<file path="src/design/hhc_pkg.sv">
// Package for the humidifier hysteresis controller: widths, codes and register values.
package hhc_pkg;

  // Field and register widths
  localparam int unsigned HumW   = 10;
  localparam int unsigned TimeW  = 32;
  localparam int unsigned CauseW = 3;
  localparam int unsigned IdxW   = 3;
  localparam int unsigned DefW   = HumW + 2;

  // Input and output tdata widths (padded to whole bytes)
  localparam int unsigned InDataW  = 16;
  localparam int unsigned OutDataW = 8;

  // Item kinds carried in tuser
  localparam logic FuncTick   = 1'b0;
  localparam logic FuncSample = 1'b1;

  // Configuration register indexes
  localparam logic [IdxW-1:0] RegTarget    = 3'd0;
  localparam logic [IdxW-1:0] RegSafeMin   = 3'd1;
  localparam logic [IdxW-1:0] RegSafeMax   = 3'd2;
  localparam logic [IdxW-1:0] RegOnMargin  = 3'd3;
  localparam logic [IdxW-1:0] RegMinOn     = 3'd4;
  localparam logic [IdxW-1:0] RegMinOff    = 3'd5;
  localparam logic [IdxW-1:0] RegMaxOn     = 3'd6;

  // Register reset values
  localparam logic [HumW-1:0]  TargetRst   = 10'd500;
  localparam logic [HumW-1:0]  SafeMinRst  = 10'd100;
  localparam logic [HumW-1:0]  SafeMaxRst  = 10'd950;
  localparam logic [HumW-1:0]  OnMarginRst = 10'd50;
  localparam logic [TimeW-1:0] MinOnRst    = 32'd30000;
  localparam logic [TimeW-1:0] MinOffRst   = 32'd60000;
  localparam logic [TimeW-1:0] MaxOnRst    = 32'd600000;

  // Fixed limits: humidity values in tenths of a percent, and the counter saturation value
  localparam logic [HumW-1:0]         TargetLow  = 10'd200;
  localparam logic [HumW-1:0]         TargetHigh = 10'd800;
  localparam logic signed [DefW-1:0]  OffDeficit = 12'sd10;
  localparam logic [TimeW-1:0]        TimeSat    = {TimeW{1'b1}};

  // Reported cause of each result
  typedef enum logic [CauseW-1:0] {
    CauseHold     = 3'd0,
    CauseDisabled = 3'd1,
    CauseInvalid  = 3'd2,
    CauseUnsafe   = 3'd3,
    CauseReached  = 3'd4,
    CauseMaxTime  = 3'd5,
    CauseOn       = 3'd6,
    CauseTick     = 3'd7
  } cause_e;

  // One request after the input register
  typedef struct packed {
    logic            func;
    logic            emergency_active;
    logic            system_enabled;
    logic            humidity_valid;
    logic [HumW-1:0] humidity;
  } req_t;

  // One result
  typedef struct packed {
    cause_e cause;
    logic   switched;
    logic   humidifier_on;
  } res_t;

endpackage

</file>
<file path="src/design/humidifier_hysteresis_control_top.sv">
// Humidifier on/off controller with hysteresis and minimum on/off times.
//
// Usage:
//   Requests arrive on the s_axis channel. tuser carries the kind: 0 is a one
//   millisecond tick, 1 is a humidity sample whose reading and flags sit in
//   tdata. Each request yields exactly one result on m_axis: drive level,
//   a switched flag and a cause code.
//   Registers are written through cfg_we_i / cfg_idx_i / cfg_wdata_i while
//   the block is idle; an index past the last register is ignored.
// Pipeline and throughput:
//   A request accepted on s_axis is captured in the input register, decided
//   combinationally and shown on m_axis once the result register loads it.
//   One request per cycle is sustained while m_axis_tready is high; a single
//   pass of compares and 32-bit counter updates lies between the two regs.
// Reset:
//   The humidifier is off, both elapsed counters are saturated and all
//   registers return to their default values; no result is pending.
// Stall:
//   While m_axis_tready is low the result holds; the input register still
//   takes one more request, after which s_axis_tready drops.
module humidifier_hysteresis_control_top (
  input  logic                        clk_i,
  input  logic                        rst_ni,
  // Configuration write port
  input  logic                        cfg_we_i,
  input  logic [hhc_pkg::IdxW-1:0]    cfg_idx_i,
  input  logic [hhc_pkg::TimeW-1:0]   cfg_wdata_i,
  // Request channel
  input  logic                        s_axis_tvalid,
  output logic                        s_axis_tready,
  // tdata: humidity[9:0], humidity_valid[10], system_enabled[11],
  //        emergency_active[12], zero[15:13]
  input  logic [hhc_pkg::InDataW-1:0] s_axis_tdata,
  // tuser: func[0]
  input  logic                        s_axis_tuser,
  // Result channel
  output logic                        m_axis_tvalid,
  input  logic                        m_axis_tready,
  // tdata: humidifier_on[0], switched[1], cause[4:2], zero[7:5]
  output logic [hhc_pkg::OutDataW-1:0] m_axis_tdata
);
  import hhc_pkg::*;

  // Configuration registers
  logic [HumW-1:0]  target_q, safe_min_q, safe_max_q, on_margin_q;
  logic [TimeW-1:0] min_on_q, min_off_q, max_on_q;

  always_ff @(posedge clk_i or negedge rst_ni) begin
    if (!rst_ni) begin
      target_q    <= TargetRst;
      safe_min_q  <= SafeMinRst;
      safe_max_q  <= SafeMaxRst;
      on_margin_q <= OnMarginRst;
      min_on_q    <= MinOnRst;
      min_off_q   <= MinOffRst;
      max_on_q    <= MaxOnRst;
    end else if (cfg_we_i) begin
      case (cfg_idx_i)
        RegTarget:   target_q    <= cfg_wdata_i[HumW-1:0];
        RegSafeMin:  safe_min_q  <= cfg_wdata_i[HumW-1:0];
        RegSafeMax:  safe_max_q  <= cfg_wdata_i[HumW-1:0];
        RegOnMargin: on_margin_q <= cfg_wdata_i[HumW-1:0];
        RegMinOn:    min_on_q    <= cfg_wdata_i;
        RegMinOff:   min_off_q   <= cfg_wdata_i;
        RegMaxOn:    max_on_q    <= cfg_wdata_i;
        default: ;
      endcase
    end
  end

  // Pipeline handshake
  logic in_valid_q, out_valid_q;
  logic advance, in_accept;
  req_t req_q;
  res_t res_q, res_d;

  assign advance       = !out_valid_q || m_axis_tready;
  assign s_axis_tready = !in_valid_q || advance;
  assign in_accept     = s_axis_tvalid && s_axis_tready;

  always_ff @(posedge clk_i or negedge rst_ni) begin
    if (!rst_ni) begin
      in_valid_q  <= 1'b0;
      out_valid_q <= 1'b0;
    end else begin
      if (in_accept) begin
        in_valid_q <= 1'b1;
      end else if (advance) begin
        in_valid_q <= 1'b0;
      end
      if (advance) begin
        out_valid_q <= in_valid_q;
      end
    end
  end

  // Input register
  always_ff @(posedge clk_i) begin
    if (in_accept) begin
      req_q.func             <= s_axis_tuser;
      req_q.humidity         <= s_axis_tdata[HumW-1:0];
      req_q.humidity_valid   <= s_axis_tdata[HumW];
      req_q.system_enabled   <= s_axis_tdata[HumW+1];
      req_q.emergency_active <= s_axis_tdata[HumW+2];
    end
  end

  // Controller state
  logic             running_q, running_d;
  logic [TimeW-1:0] on_el_q, on_el_d, off_el_q, off_el_d;
  logic             load;

  assign load = advance && in_valid_q;

  always_ff @(posedge clk_i or negedge rst_ni) begin
    if (!rst_ni) begin
      running_q <= 1'b0;
      on_el_q   <= TimeSat;
      off_el_q  <= TimeSat;
    end else if (load) begin
      running_q <= running_d;
      on_el_q   <= on_el_d;
      off_el_q  <= off_el_d;
    end
  end

  // Decision logic
  logic signed [DefW-1:0] deficit;
  logic signed [DefW-1:0] margin_s;
  logic                   unsafe;

  assign deficit  = $signed({2'b00, target_q}) - $signed({2'b00, req_q.humidity});
  assign margin_s = $signed({2'b00, on_margin_q});
  assign unsafe   = (req_q.humidity < safe_min_q) || (req_q.humidity > safe_max_q) ||
                    (target_q < TargetLow) || (target_q > TargetHigh);

  always_comb begin
    running_d = running_q;
    on_el_d   = on_el_q;
    off_el_d  = off_el_q;
    res_d.switched = 1'b0;
    res_d.cause    = CauseHold;
    if (req_q.func == FuncTick) begin
      // saturating millisecond counters
      on_el_d     = (on_el_q == TimeSat) ? on_el_q : on_el_q + 1'b1;
      off_el_d    = (off_el_q == TimeSat) ? off_el_q : off_el_q + 1'b1;
      res_d.cause = CauseTick;
    end else if (!req_q.system_enabled || req_q.emergency_active) begin
      running_d      = 1'b0;
      res_d.switched = running_q;
      res_d.cause    = CauseDisabled;
    end else if (!req_q.humidity_valid) begin
      running_d      = 1'b0;
      res_d.switched = running_q;
      res_d.cause    = CauseInvalid;
    end else if (unsafe) begin
      running_d      = 1'b0;
      res_d.switched = running_q;
      res_d.cause    = CauseUnsafe;
    end else if (running_q) begin
      // turn-off only after the minimum work time
      if (on_el_q >= min_on_q) begin
        if (deficit <= OffDeficit) begin
          running_d      = 1'b0;
          off_el_d       = '0;
          res_d.switched = 1'b1;
          res_d.cause    = CauseReached;
        end else if (on_el_q > max_on_q) begin
          running_d      = 1'b0;
          off_el_d       = '0;
          res_d.switched = 1'b1;
          res_d.cause    = CauseMaxTime;
        end
      end
    end else if ((off_el_q >= min_off_q) && (deficit > margin_s)) begin
      running_d      = 1'b1;
      on_el_d        = '0;
      res_d.switched = 1'b1;
      res_d.cause    = CauseOn;
    end
    res_d.humidifier_on = running_d;
  end

  // Result register
  always_ff @(posedge clk_i) begin
    if (load) begin
      res_q <= res_d;
    end
  end

  assign m_axis_tvalid = out_valid_q;
  assign m_axis_tdata  = {{(OutDataW-CauseW-2){1'b0}}, res_q.cause, res_q.switched,
                          res_q.humidifier_on};

  // Checks
  a_drive_matches_state: assert property (@(posedge clk_i) disable iff (!rst_ni)
    load |=> (res_q.humidifier_on == running_q))
    else $error("result drive level differs from controller state");

  a_tick_no_switch: assert property (@(posedge clk_i) disable iff (!rst_ni)
    (out_valid_q && res_q.cause == CauseTick) |-> !res_q.switched)
    else $error("tick request changed the drive level");

  a_on_cause: assert property (@(posedge clk_i) disable iff (!rst_ni)
    (out_valid_q && res_q.cause == CauseOn) |-> (res_q.switched && res_q.humidifier_on))
    else $error("switch-on result without drive on");

  a_off_cause: assert property (@(posedge clk_i) disable iff (!rst_ni)
    (out_valid_q && (res_q.cause == CauseReached || res_q.cause == CauseMaxTime)) |->
    (res_q.switched && !res_q.humidifier_on))
    else $error("normal turn-off result with drive still on");

  a_off_restart: assert property (@(posedge clk_i) disable iff (!rst_ni)
    (load && running_q && !running_d && res_d.cause != CauseDisabled &&
     res_d.cause != CauseInvalid && res_d.cause != CauseUnsafe) |=> (off_el_q == '0))
    else $error("off counter not restarted on normal turn-off");

  a_stall_holds: assert property (@(posedge clk_i) disable iff (!rst_ni)
    (out_valid_q && !m_axis_tready) |=> $stable(res_q))
    else $error("result changed while stalled");

endmodule
</file>
<file path="config.mk">
export PLATFORM = sky130hd
export DESIGN_NAME = humidifier_hysteresis_control_top
export DESIGN_NICKNAME = d
export VERILOG_FILES = /design/src/design/hhc_pkg.sv /design/src/design/humidifier_hysteresis_control_top.sv
export SDC_FILE = /design/constraint.sdc
export NUM_CORES = 1
export LEC_CHECK = 0
export CORE_UTILIZATION = 55
export CTS_CLUSTER_SIZE = 12
export DETAILED_ROUTE_END_ITERATION = 8
export DONT_BUFFER_PORTS = 1
export PLACE_DENSITY_LB_ADDON = 0.2
export SYNTH_ARGS = -nofsm -noshare
export SYNTH_HDL_FRONTEND = slang
export SYNTH_SLANG_ARGS = --single-unit
</file>
<file path="constraint.sdc">
create_clock -name clk_i -period 8.5 [get_ports clk_i]
set_input_delay 1.7 -clock clk_i [delete_from_list [all_inputs] [get_ports clk_i]]
set_output_delay 1.7 -clock clk_i [all_outputs]
set_load 0.005 [all_outputs]
</file>
# Word-level counts from Yosys, hierarchy flattened
# Index checks and enable logic that the tools add are counted.
# classes
n_mux	35
bitwise_logic	1
add_sub_neg	3
magnitude_cmp	9
n_reduce_logical	24
eq_ne	18
# op_table
op	count
$mux W32	16
$add A32 B1 Y32 const B	2
$eq A32 B32 Y1 const B	2
$ge A32 B32 Y1	2
$gt A32 B32 Y1	1
$mux W4	8
$reduce_and A2 Y1	7
$ne A2 B2 Y1 const B	6
$gt A11 B11 Y1	1
$le A11 B5 Y1 const B	1
$mux W1	11
$sub A10 B10 Y11	1
$gt A10 B10 Y1	1
$gt A10 B10 Y1 const B	1
$lt A10 B10 Y1	1
$lt A10 B8 Y1 const B	1
$eq A3 B3 Y1 const B	3
$reduce_and A8 Y1	1
$reduce_and A7 Y1	1
$eq A3 B2 Y1 const B	2
$logic_or A1 B1 Y1	6
$ne A2 B1 Y1 const B	3
$eq A3 B1 Y1 const B	1
$logic_and A1 B1 Y1	3
6 further kinds	8
# totals
elab_cells	111
out_inout_bits	10
inputBits	57
register_bits	222

# Longest topological paths before layout
# depth
depth_word	9
ltp_mapped	20
mapped_depth_nobuf	18

# Worst setup path after synthesis
# Ideal clock, no wire load.
# synth_path
kind	reg2reg
startpoint	register target_q[0]
endpoint	register on_el_q[30]
t_arrival_ns	3.749
path_buffers	2
stages_incl_launch_ff	20
required_ns	8.409
synth_period_minus_slack_ns	3.839
path_slack_ns	4.661
path_cell_list	dfrtp_1 -> inv_1 -> ha_1 -> inv_1 -> fa_1 -> a211oi_1 -> nor2_1 -> nor2_1 -> ha_1 -> nand3_1 -> o21bai_1 -> nand4_1 -> a311o_1 -> a311oi_1 -> nor3_1 -> a21oi_1 -> clkbuf_1 -> buf_2 -> o21ai_1 -> o31ai_1
# synth_between
elab_chain_len	5
word_cells_on_any_way	10
cone_classes	add/sub (1); order compare (3); eq/ne (2); reduce/logical (4)
# synth_lines
element	line	text
from (decl)	humidifier_hysteresis_control_top.sv:45	logic [HumW-1:0] target_q, safe_min_q, safe_max_q, on_margin_q;
from (signal assigned)	humidifier_hysteresis_control_top.sv:50	target_q <= TargetRst;
from (signal assigned)	humidifier_hysteresis_control_top.sv:59	RegTarget: target_q <= cfg_wdata_i[HumW-1:0];
$sub A10 B10 Y11 or $lt A10 B8 Y1 (tied branches)	humidifier_hysteresis_control_top.sv:132, humidifier_hysteresis_control_top.sv:135	
$gt A11 B11 Y1 or $logic_or A1 B1 Y1 (tied branches)	humidifier_hysteresis_control_top.sv:175, humidifier_hysteresis_control_top.sv:134	
$logic_and A1 B1 Y1 or $logic_or A1 B1 Y1 (tied branches)	humidifier_hysteresis_control_top.sv:175, humidifier_hysteresis_control_top.sv:135	
$ne A2 B1 Y1 (no source line) or $ne A2 B2 Y1 (tied branches)	--	
$reduce_and A7 Y1 (no source line) (*)	--	
to (signal assigned)	humidifier_hysteresis_control_top.sv:118	on_el_q <= TimeSat;
to (signal assigned)	humidifier_hysteresis_control_top.sv:122	on_el_q <= on_el_d;
to (decl)	humidifier_hysteresis_control_top.sv:110	logic [TimeW-1:0] on_el_q, on_el_d, off_el_q, off_el_d;
# Every way passes the cells marked *; elsewhere a longest branch is shown, timed or not.
# A chain may end at the register's enable or synchronous reset.

# Worst setup path after layout
# layout_path
startpoint	register target_q[0]
endpoint	register on_el_q[0]
# Same word-level chain as after synthesis.

==> run_summary.xml <==
<?xml version="1.0" encoding="UTF-8"?>
<metrics>
  <group name="run_status">
    <metric name="outcome" unit="">finished, final reports clean</metric>
  </group>
  <group name="grt">
    <metric name="grt_antenna_before_repair" unit="">0</metric>
    <metric name="grt_util_all_layers" unit="%">25.71</metric>
    <metric name="largest_net_degree_at_the_start_of_global_routing" unit="">204</metric>
    <metric name="grt_remaining_overflow" unit="">0</metric>
    <metric name="grt_first_pass_wirelength" unit="µm">50150</metric>
    <metric name="first_global_vias" unit="">9742</metric>
  </group>
  <group name="place">
    <metric name="gpl.final_weighted_congestion" unit="">0.8142</metric>
    <metric name="count_of_input_and_output_buffers" unit="">0</metric>
    <metric name="detailed_place_hpwl" unit="µm">22090</metric>
    <metric name="placedInstanceArea" unit="mm²">0.01365</metric>
  </group>
  <group name="clock_network">
    <metric name="hold_buffers" unit="">0</metric>
    <metric name="cts.sinks" unit="">222</metric>
    <metric name="clock_latency" unit="ns">0.53</metric>
    <metric name="cts_buffers" unit="">25</metric>
    <metric name="cts_tree" unit="">done</metric>
    <metric name="cts_post_setup_buffers_inserted" unit="">0</metric>
    <metric name="max-clock-path-buffers" unit="">3</metric>
    <metric name="postCtsResizedCells" unit="">0</metric>
    <metric name="htree_levels" unit="">1</metric>
    <metric name="clk_slew_on_worst_s_h_paths" unit="ns">0.06</metric>
    <metric name="cts_root_buffer" unit="">sky130_fd_sc_hd__clkbuf_16</metric>
  </group>
  <group name="pwr">
    <metric name="power-per-cell-area" unit="mW/mm²">219.0</metric>
    <metric name="static-leakage-power" unit="µW">0.006411</metric>
    <metric name="power.combinational.fraction" unit="%">23.8</metric>
    <metric name="power_report.internal_total" unit="µW">2207</metric>
    <metric name="netSwitchingPower" unit="µW">945.7</metric>
    <metric name="sequentialPowerShare" unit="%">44.3</metric>
    <metric name="ir_worst_vdd" unit="V">0.0001821</metric>
    <metric name="switching_share" unit="%">30.00</metric>
    <metric name="share_clk_of_total_power" unit="%">31.9</metric>
    <metric name="design_power_total" unit="µW">3153</metric>
  </group>
  <group name="synth">
    <metric name="yosys_warnings" unit="">0</metric>
    <metric name="async_reset_ff_share" unit="%">91.44</metric>
    <metric name="syn-mean-instance-area" unit="µm²">9.925</metric>
    <metric name="yosysUniqueCellTypes" unit="">76</metric>
    <metric name="edff_count_synth" unit="">19</metric>
    <metric name="syn_inst" unit="">1343</metric>
    <metric name="ys_seq_elements" unit="">222</metric>
    <metric name="synthFlopType" unit="">sky130_fd_sc_hd__dfstp_2</metric>
    <metric name="synth.yosys.seq_area_share" unit="%">43.38</metric>
    <metric name="syn_area" unit="mm²">0.01333</metric>
  </group>
  <group name="critical_path">
    <metric name="crit_end" unit="">on_el_q[0]</metric>
    <metric name="timing.critical_path.from" unit="">target_q[0]</metric>
    <metric name="worstSetupEndpointType" unit="">flop</metric>
    <metric name="timing.critical_path.depth" unit="">17</metric>
    <metric name="r2r.worst_path.cells" unit="">17</metric>
    <metric name="critical_path.n_buffers_inverters" unit="">2</metric>
    <metric name="crit_family" unit="">compound AO/OA/AOI/OAI gates</metric>
    <metric name="arrival" unit="ns">4.93</metric>
    <metric name="cp_slowest_stage_delay" unit="ns">0.68</metric>
    <metric name="rrSetupSlack" unit="ns">4.01</metric>
    <metric name="cp_slowest_cell" unit="">sky130_fd_sc_hd__a21oi_1</metric>
    <metric name="path_max_fanout" unit="">7</metric>
    <metric name="setup.worst_path.start_class" unit="">flop</metric>
    <metric name="cell_with_the_most_instances_on_the_worst_path" unit="">sky130_fd_sc_hd__nor2_1</metric>
    <metric name="r2r_end" unit="">on_el_q[0]</metric>
    <metric name="crit_required" unit="ns">8.94</metric>
    <metric name="setup.worst_path.class" unit="">flop to flop</metric>
    <metric name="timing.rr.start" unit="">target_q[0]</metric>
    <metric name="crit_path_cell_trace" unit="">inv_1 &gt; ha_1 &gt; inv_1 &gt; fa_1 &gt; a211oi_1 &gt; nor2_1 &gt; nor2_1 &gt; ha_1 &gt; nand3_1 &gt; o21bai_1 &gt; nand4_1 &gt; a311o_1 &gt; a311oi_1 &gt; nor4_2 &gt; a21oi_1 &gt; nor2_1 &gt; mux2i_1</metric>
  </group>
  <group name="detailed_routing">
    <metric name="via_count" unit="">9946</metric>
    <metric name="route.detailed.vias_per_inst" unit="">5.949</metric>
    <metric name="ant_nets" unit="">0</metric>
    <metric name="drt_first_pass_iters" unit="">6</metric>
    <metric name="route.detailed.wl_per_inst" unit="µm">18.41</metric>
    <metric name="routed_wl" unit="µm">30780</metric>
    <metric name="drc_errors" unit="">0</metric>
    <metric name="drt-initial-drc-count" unit="">587</metric>
  </group>
  <group name="die">
    <metric name="initial_cell_density_of_the_core" unit="%">56.45</metric>
    <metric name="die_area" unit="mm²">0.02486</metric>
    <metric name="placement_rows" unit="">56</metric>
    <metric name="die_y" unit="µm">157.7</metric>
    <metric name="die_w" unit="µm">157.7</metric>
    <metric name="core_region_area" unit="mm²">0.02361</metric>
    <metric name="boundaryPins" unit="">67</metric>
  </group>
  <group name="sta">
    <metric name="totalNegativeSetupSlack" unit="ns">0</metric>
    <metric name="fmax" unit="MHz">222.5</metric>
    <metric name="worst_slew_pin_tran" unit="ns">0.9662</metric>
    <metric name="post-route-min-period" unit="ns">4.494</metric>
    <metric name="grt_setup_unrepaired" unit="">no</metric>
    <metric name="finalHoldWorstSlack" unit="ns">0.4935</metric>
    <metric name="slew-limit-headroom" unit="%">35.35</metric>
    <metric name="slew_violations" unit="">0</metric>
    <metric name="final-hold-violation-count" unit="">0</metric>
    <metric name="fin_worst_skew" unit="ns">0.01175</metric>
    <metric name="finalSetupViolCount" unit="">0</metric>
    <metric name="period_utilization_post_route" unit="%">52.87</metric>
  </group>
  <group name="cells_and_area">
    <metric name="layout-area-overhead-vs-synth" unit="%">8.017</metric>
    <metric name="diodes" unit="">0</metric>
    <metric name="design.final.nets" unit="">1527</metric>
    <metric name="fraction_of_layout_instances_using_a_drive_strength_above_1" unit="%">18.48</metric>
    <metric name="final_area" unit="mm²">0.01440</metric>
  </group>
  <group name="min_path">
    <metric name="hold_path_startpoint" unit="">in_valid_q</metric>
    <metric name="hold_path.class" unit="">flop to flop</metric>
  </group>
  <group name="job">
    <metric name="cap_violations" unit="">0</metric>
  </group>
</metrics>
## area by class of cell
cell class / count / area (µm²)
Tap cell: 319 / 399.1
Sequential cell: 222 / 5782
Fill cell: 2010 / 9215
Clock inverter: 13 / 82.58
Clock buffer: 32 / 661.9
Timing Repair Buffer: 8 / 60.06
Inverter: 150 / 563.0
Multi-Input combinational cell: 928 / 6849
## cells by family after synthesis
| kind of cell | share of synthesized area (%) |
|---|---|
| flip-flops | 43.38 |
| buffers and inverters | 5.660 |
| AO/OA/AOI/OAI | 16.46 |
| adder cells (fa/ha/maj) | 12.80 |
| XOR/XNOR | 0.1972 |
| multiplexers | 7.744 |
| other | 0.02813 |
| AND/OR/NAND/NOR | 13.73 |
## worst register-to-register path, delay by kind of cell (launching register included)
kind	cells	cell delay, ns
adder cells (fa/ha/maj)	3	0.87
multiplexers	1	0.20
buffers and inverters	2	0.14
flip-flops	1	0.37
AND/OR/NAND/NOR	6	0.93
AO/OA/AOI/OAI	5	1.90
## power groups by stage
stage / clock network [µW] / registers, µW / logic (µW)
floorplan: 0 / 1370 / 600
global placement: 0 / 1410 / 716
detailed placement: 0 / 1410 / 748
CTS: 1020 / 1400 / 755
global route: 1060 / 1420 / 865
finish: 1010 / 1400 / 750
## flip-flops by register name, indices dropped and copies added, names as in the netlist
register       flops
running_q          1
off_el_q          32
on_margin_q       10
min_off_q         32
req_q             14
min_on_q          32
safe_max_q        10
m_axis_tvalid      1
m_axis_tdata       5
on_el_q           32
max_on_q          32
safe_min_q        10
target_q          10
in_valid_q         1
## per-layer routing
metal | vias up | global-route usage, % | part of all wire, %
met1 | 4871 | 35.56 | 47
met2 | 180 | 42.02 | 46
met4 | 0 | 6.519 | 2.4
met5 | - | 0 | 0
met3 | 43 | 4.051 | 4.8
li1 | 4852 | - | -
## worst min-delay path by stage
stage,cells past startpoint,end
2_1_floorplan,1,m_axis_tvalid
3_3_place_gp,1,max_on_q[5]
3_5_place_dp,1,min_off_q[17]
4_1_cts,1,m_axis_tvalid
5_1_grt,1,min_off_q[1]
6_report,1,m_axis_tvalid
## cells in the mapped netlist, types with 11 or more instances
library cell	count	area share, %
sky130_fd_sc_hd__inv_1	150	4.2
sky130_fd_sc_hd__ha_1	134	13
sky130_fd_sc_hd__dfstp_2	105	21
sky130_fd_sc_hd__nand2_1	100	2.8
sky130_fd_sc_hd__dfrtp_1	98	18
sky130_fd_sc_hd__mux2_2	88	7.4
sky130_fd_sc_hd__a21oi_1	78	2.9
sky130_fd_sc_hd__o21ai_0	77	2.9
sky130_fd_sc_hd__nor2_1	47	1.3
sky130_fd_sc_hd__nor3_1	41	1.5
sky130_fd_sc_hd__nand3_1	38	1.4
sky130_fd_sc_hd__clkbuf_1	37	1.0
sky130_fd_sc_hd__a21o_1	36	2.0
sky130_fd_sc_hd__nand4_1	33	1.5
sky130_fd_sc_hd__o21ai_1	28	1.1
sky130_fd_sc_hd__o2bb2ai_1	28	1.8
sky130_fd_sc_hd__edfxtp_1	19	4.3
sky130_fd_sc_hd__o31ai_1	16	0.90
sky130_fd_sc_hd__and3_1	15	0.70
sky130_fd_sc_hd__a211oi_1	11	0.62
sky130_fd_sc_hd__a31oi_1	11	0.52
sky130_fd_sc_hd__nand2b_1	11	0.52
## per-stage QoR
step / utilization (%) / instances / worst slack (ns)
floorplan: - / 1345 / 4.661
CTS: 60.97 / 1672 / 4.022
global route: 60.97 / 1672 / 3.584
detailed placement: 57.82 / 1627 / 3.969
finish: 60.97 / 1672 / 4.006
global placement: 57.82 / 1627 / 4.081
## cell usage in the layout (no fill, tap or decap), types with 8 or more instances in the layout
cell type                   count
sky130_fd_sc_hd__o21ai_0       77
sky130_fd_sc_hd__a21o_1        36
sky130_fd_sc_hd__buf_4          8
sky130_fd_sc_hd__mux2_2        88
sky130_fd_sc_hd__o211ai_1       8
sky130_fd_sc_hd__nand2_1      100
sky130_fd_sc_hd__nand3_1       38
sky130_fd_sc_hd__nand3b_1       8
sky130_fd_sc_hd__a21oi_1       77
sky130_fd_sc_hd__nor3_1        39
sky130_fd_sc_hd__nand4_1       33
sky130_fd_sc_hd__a211oi_1      11
sky130_fd_sc_hd__o31ai_1       16
sky130_fd_sc_hd__dfrtp_1       98
sky130_fd_sc_hd__edfxtp_1      19
sky130_fd_sc_hd__inv_1        150
sky130_fd_sc_hd__clkbuf_16     25
sky130_fd_sc_hd__nor2_1        47
sky130_fd_sc_hd__ha_1         134
sky130_fd_sc_hd__nand2b_1      11
sky130_fd_sc_hd__o21ai_1       28
sky130_fd_sc_hd__o2bb2ai_1     28
sky130_fd_sc_hd__nor2b_1        8
sky130_fd_sc_hd__dfstp_2      105
sky130_fd_sc_hd__and3_1        15
sky130_fd_sc_hd__a31oi_1       11
(Power assumes the default switching activity.)
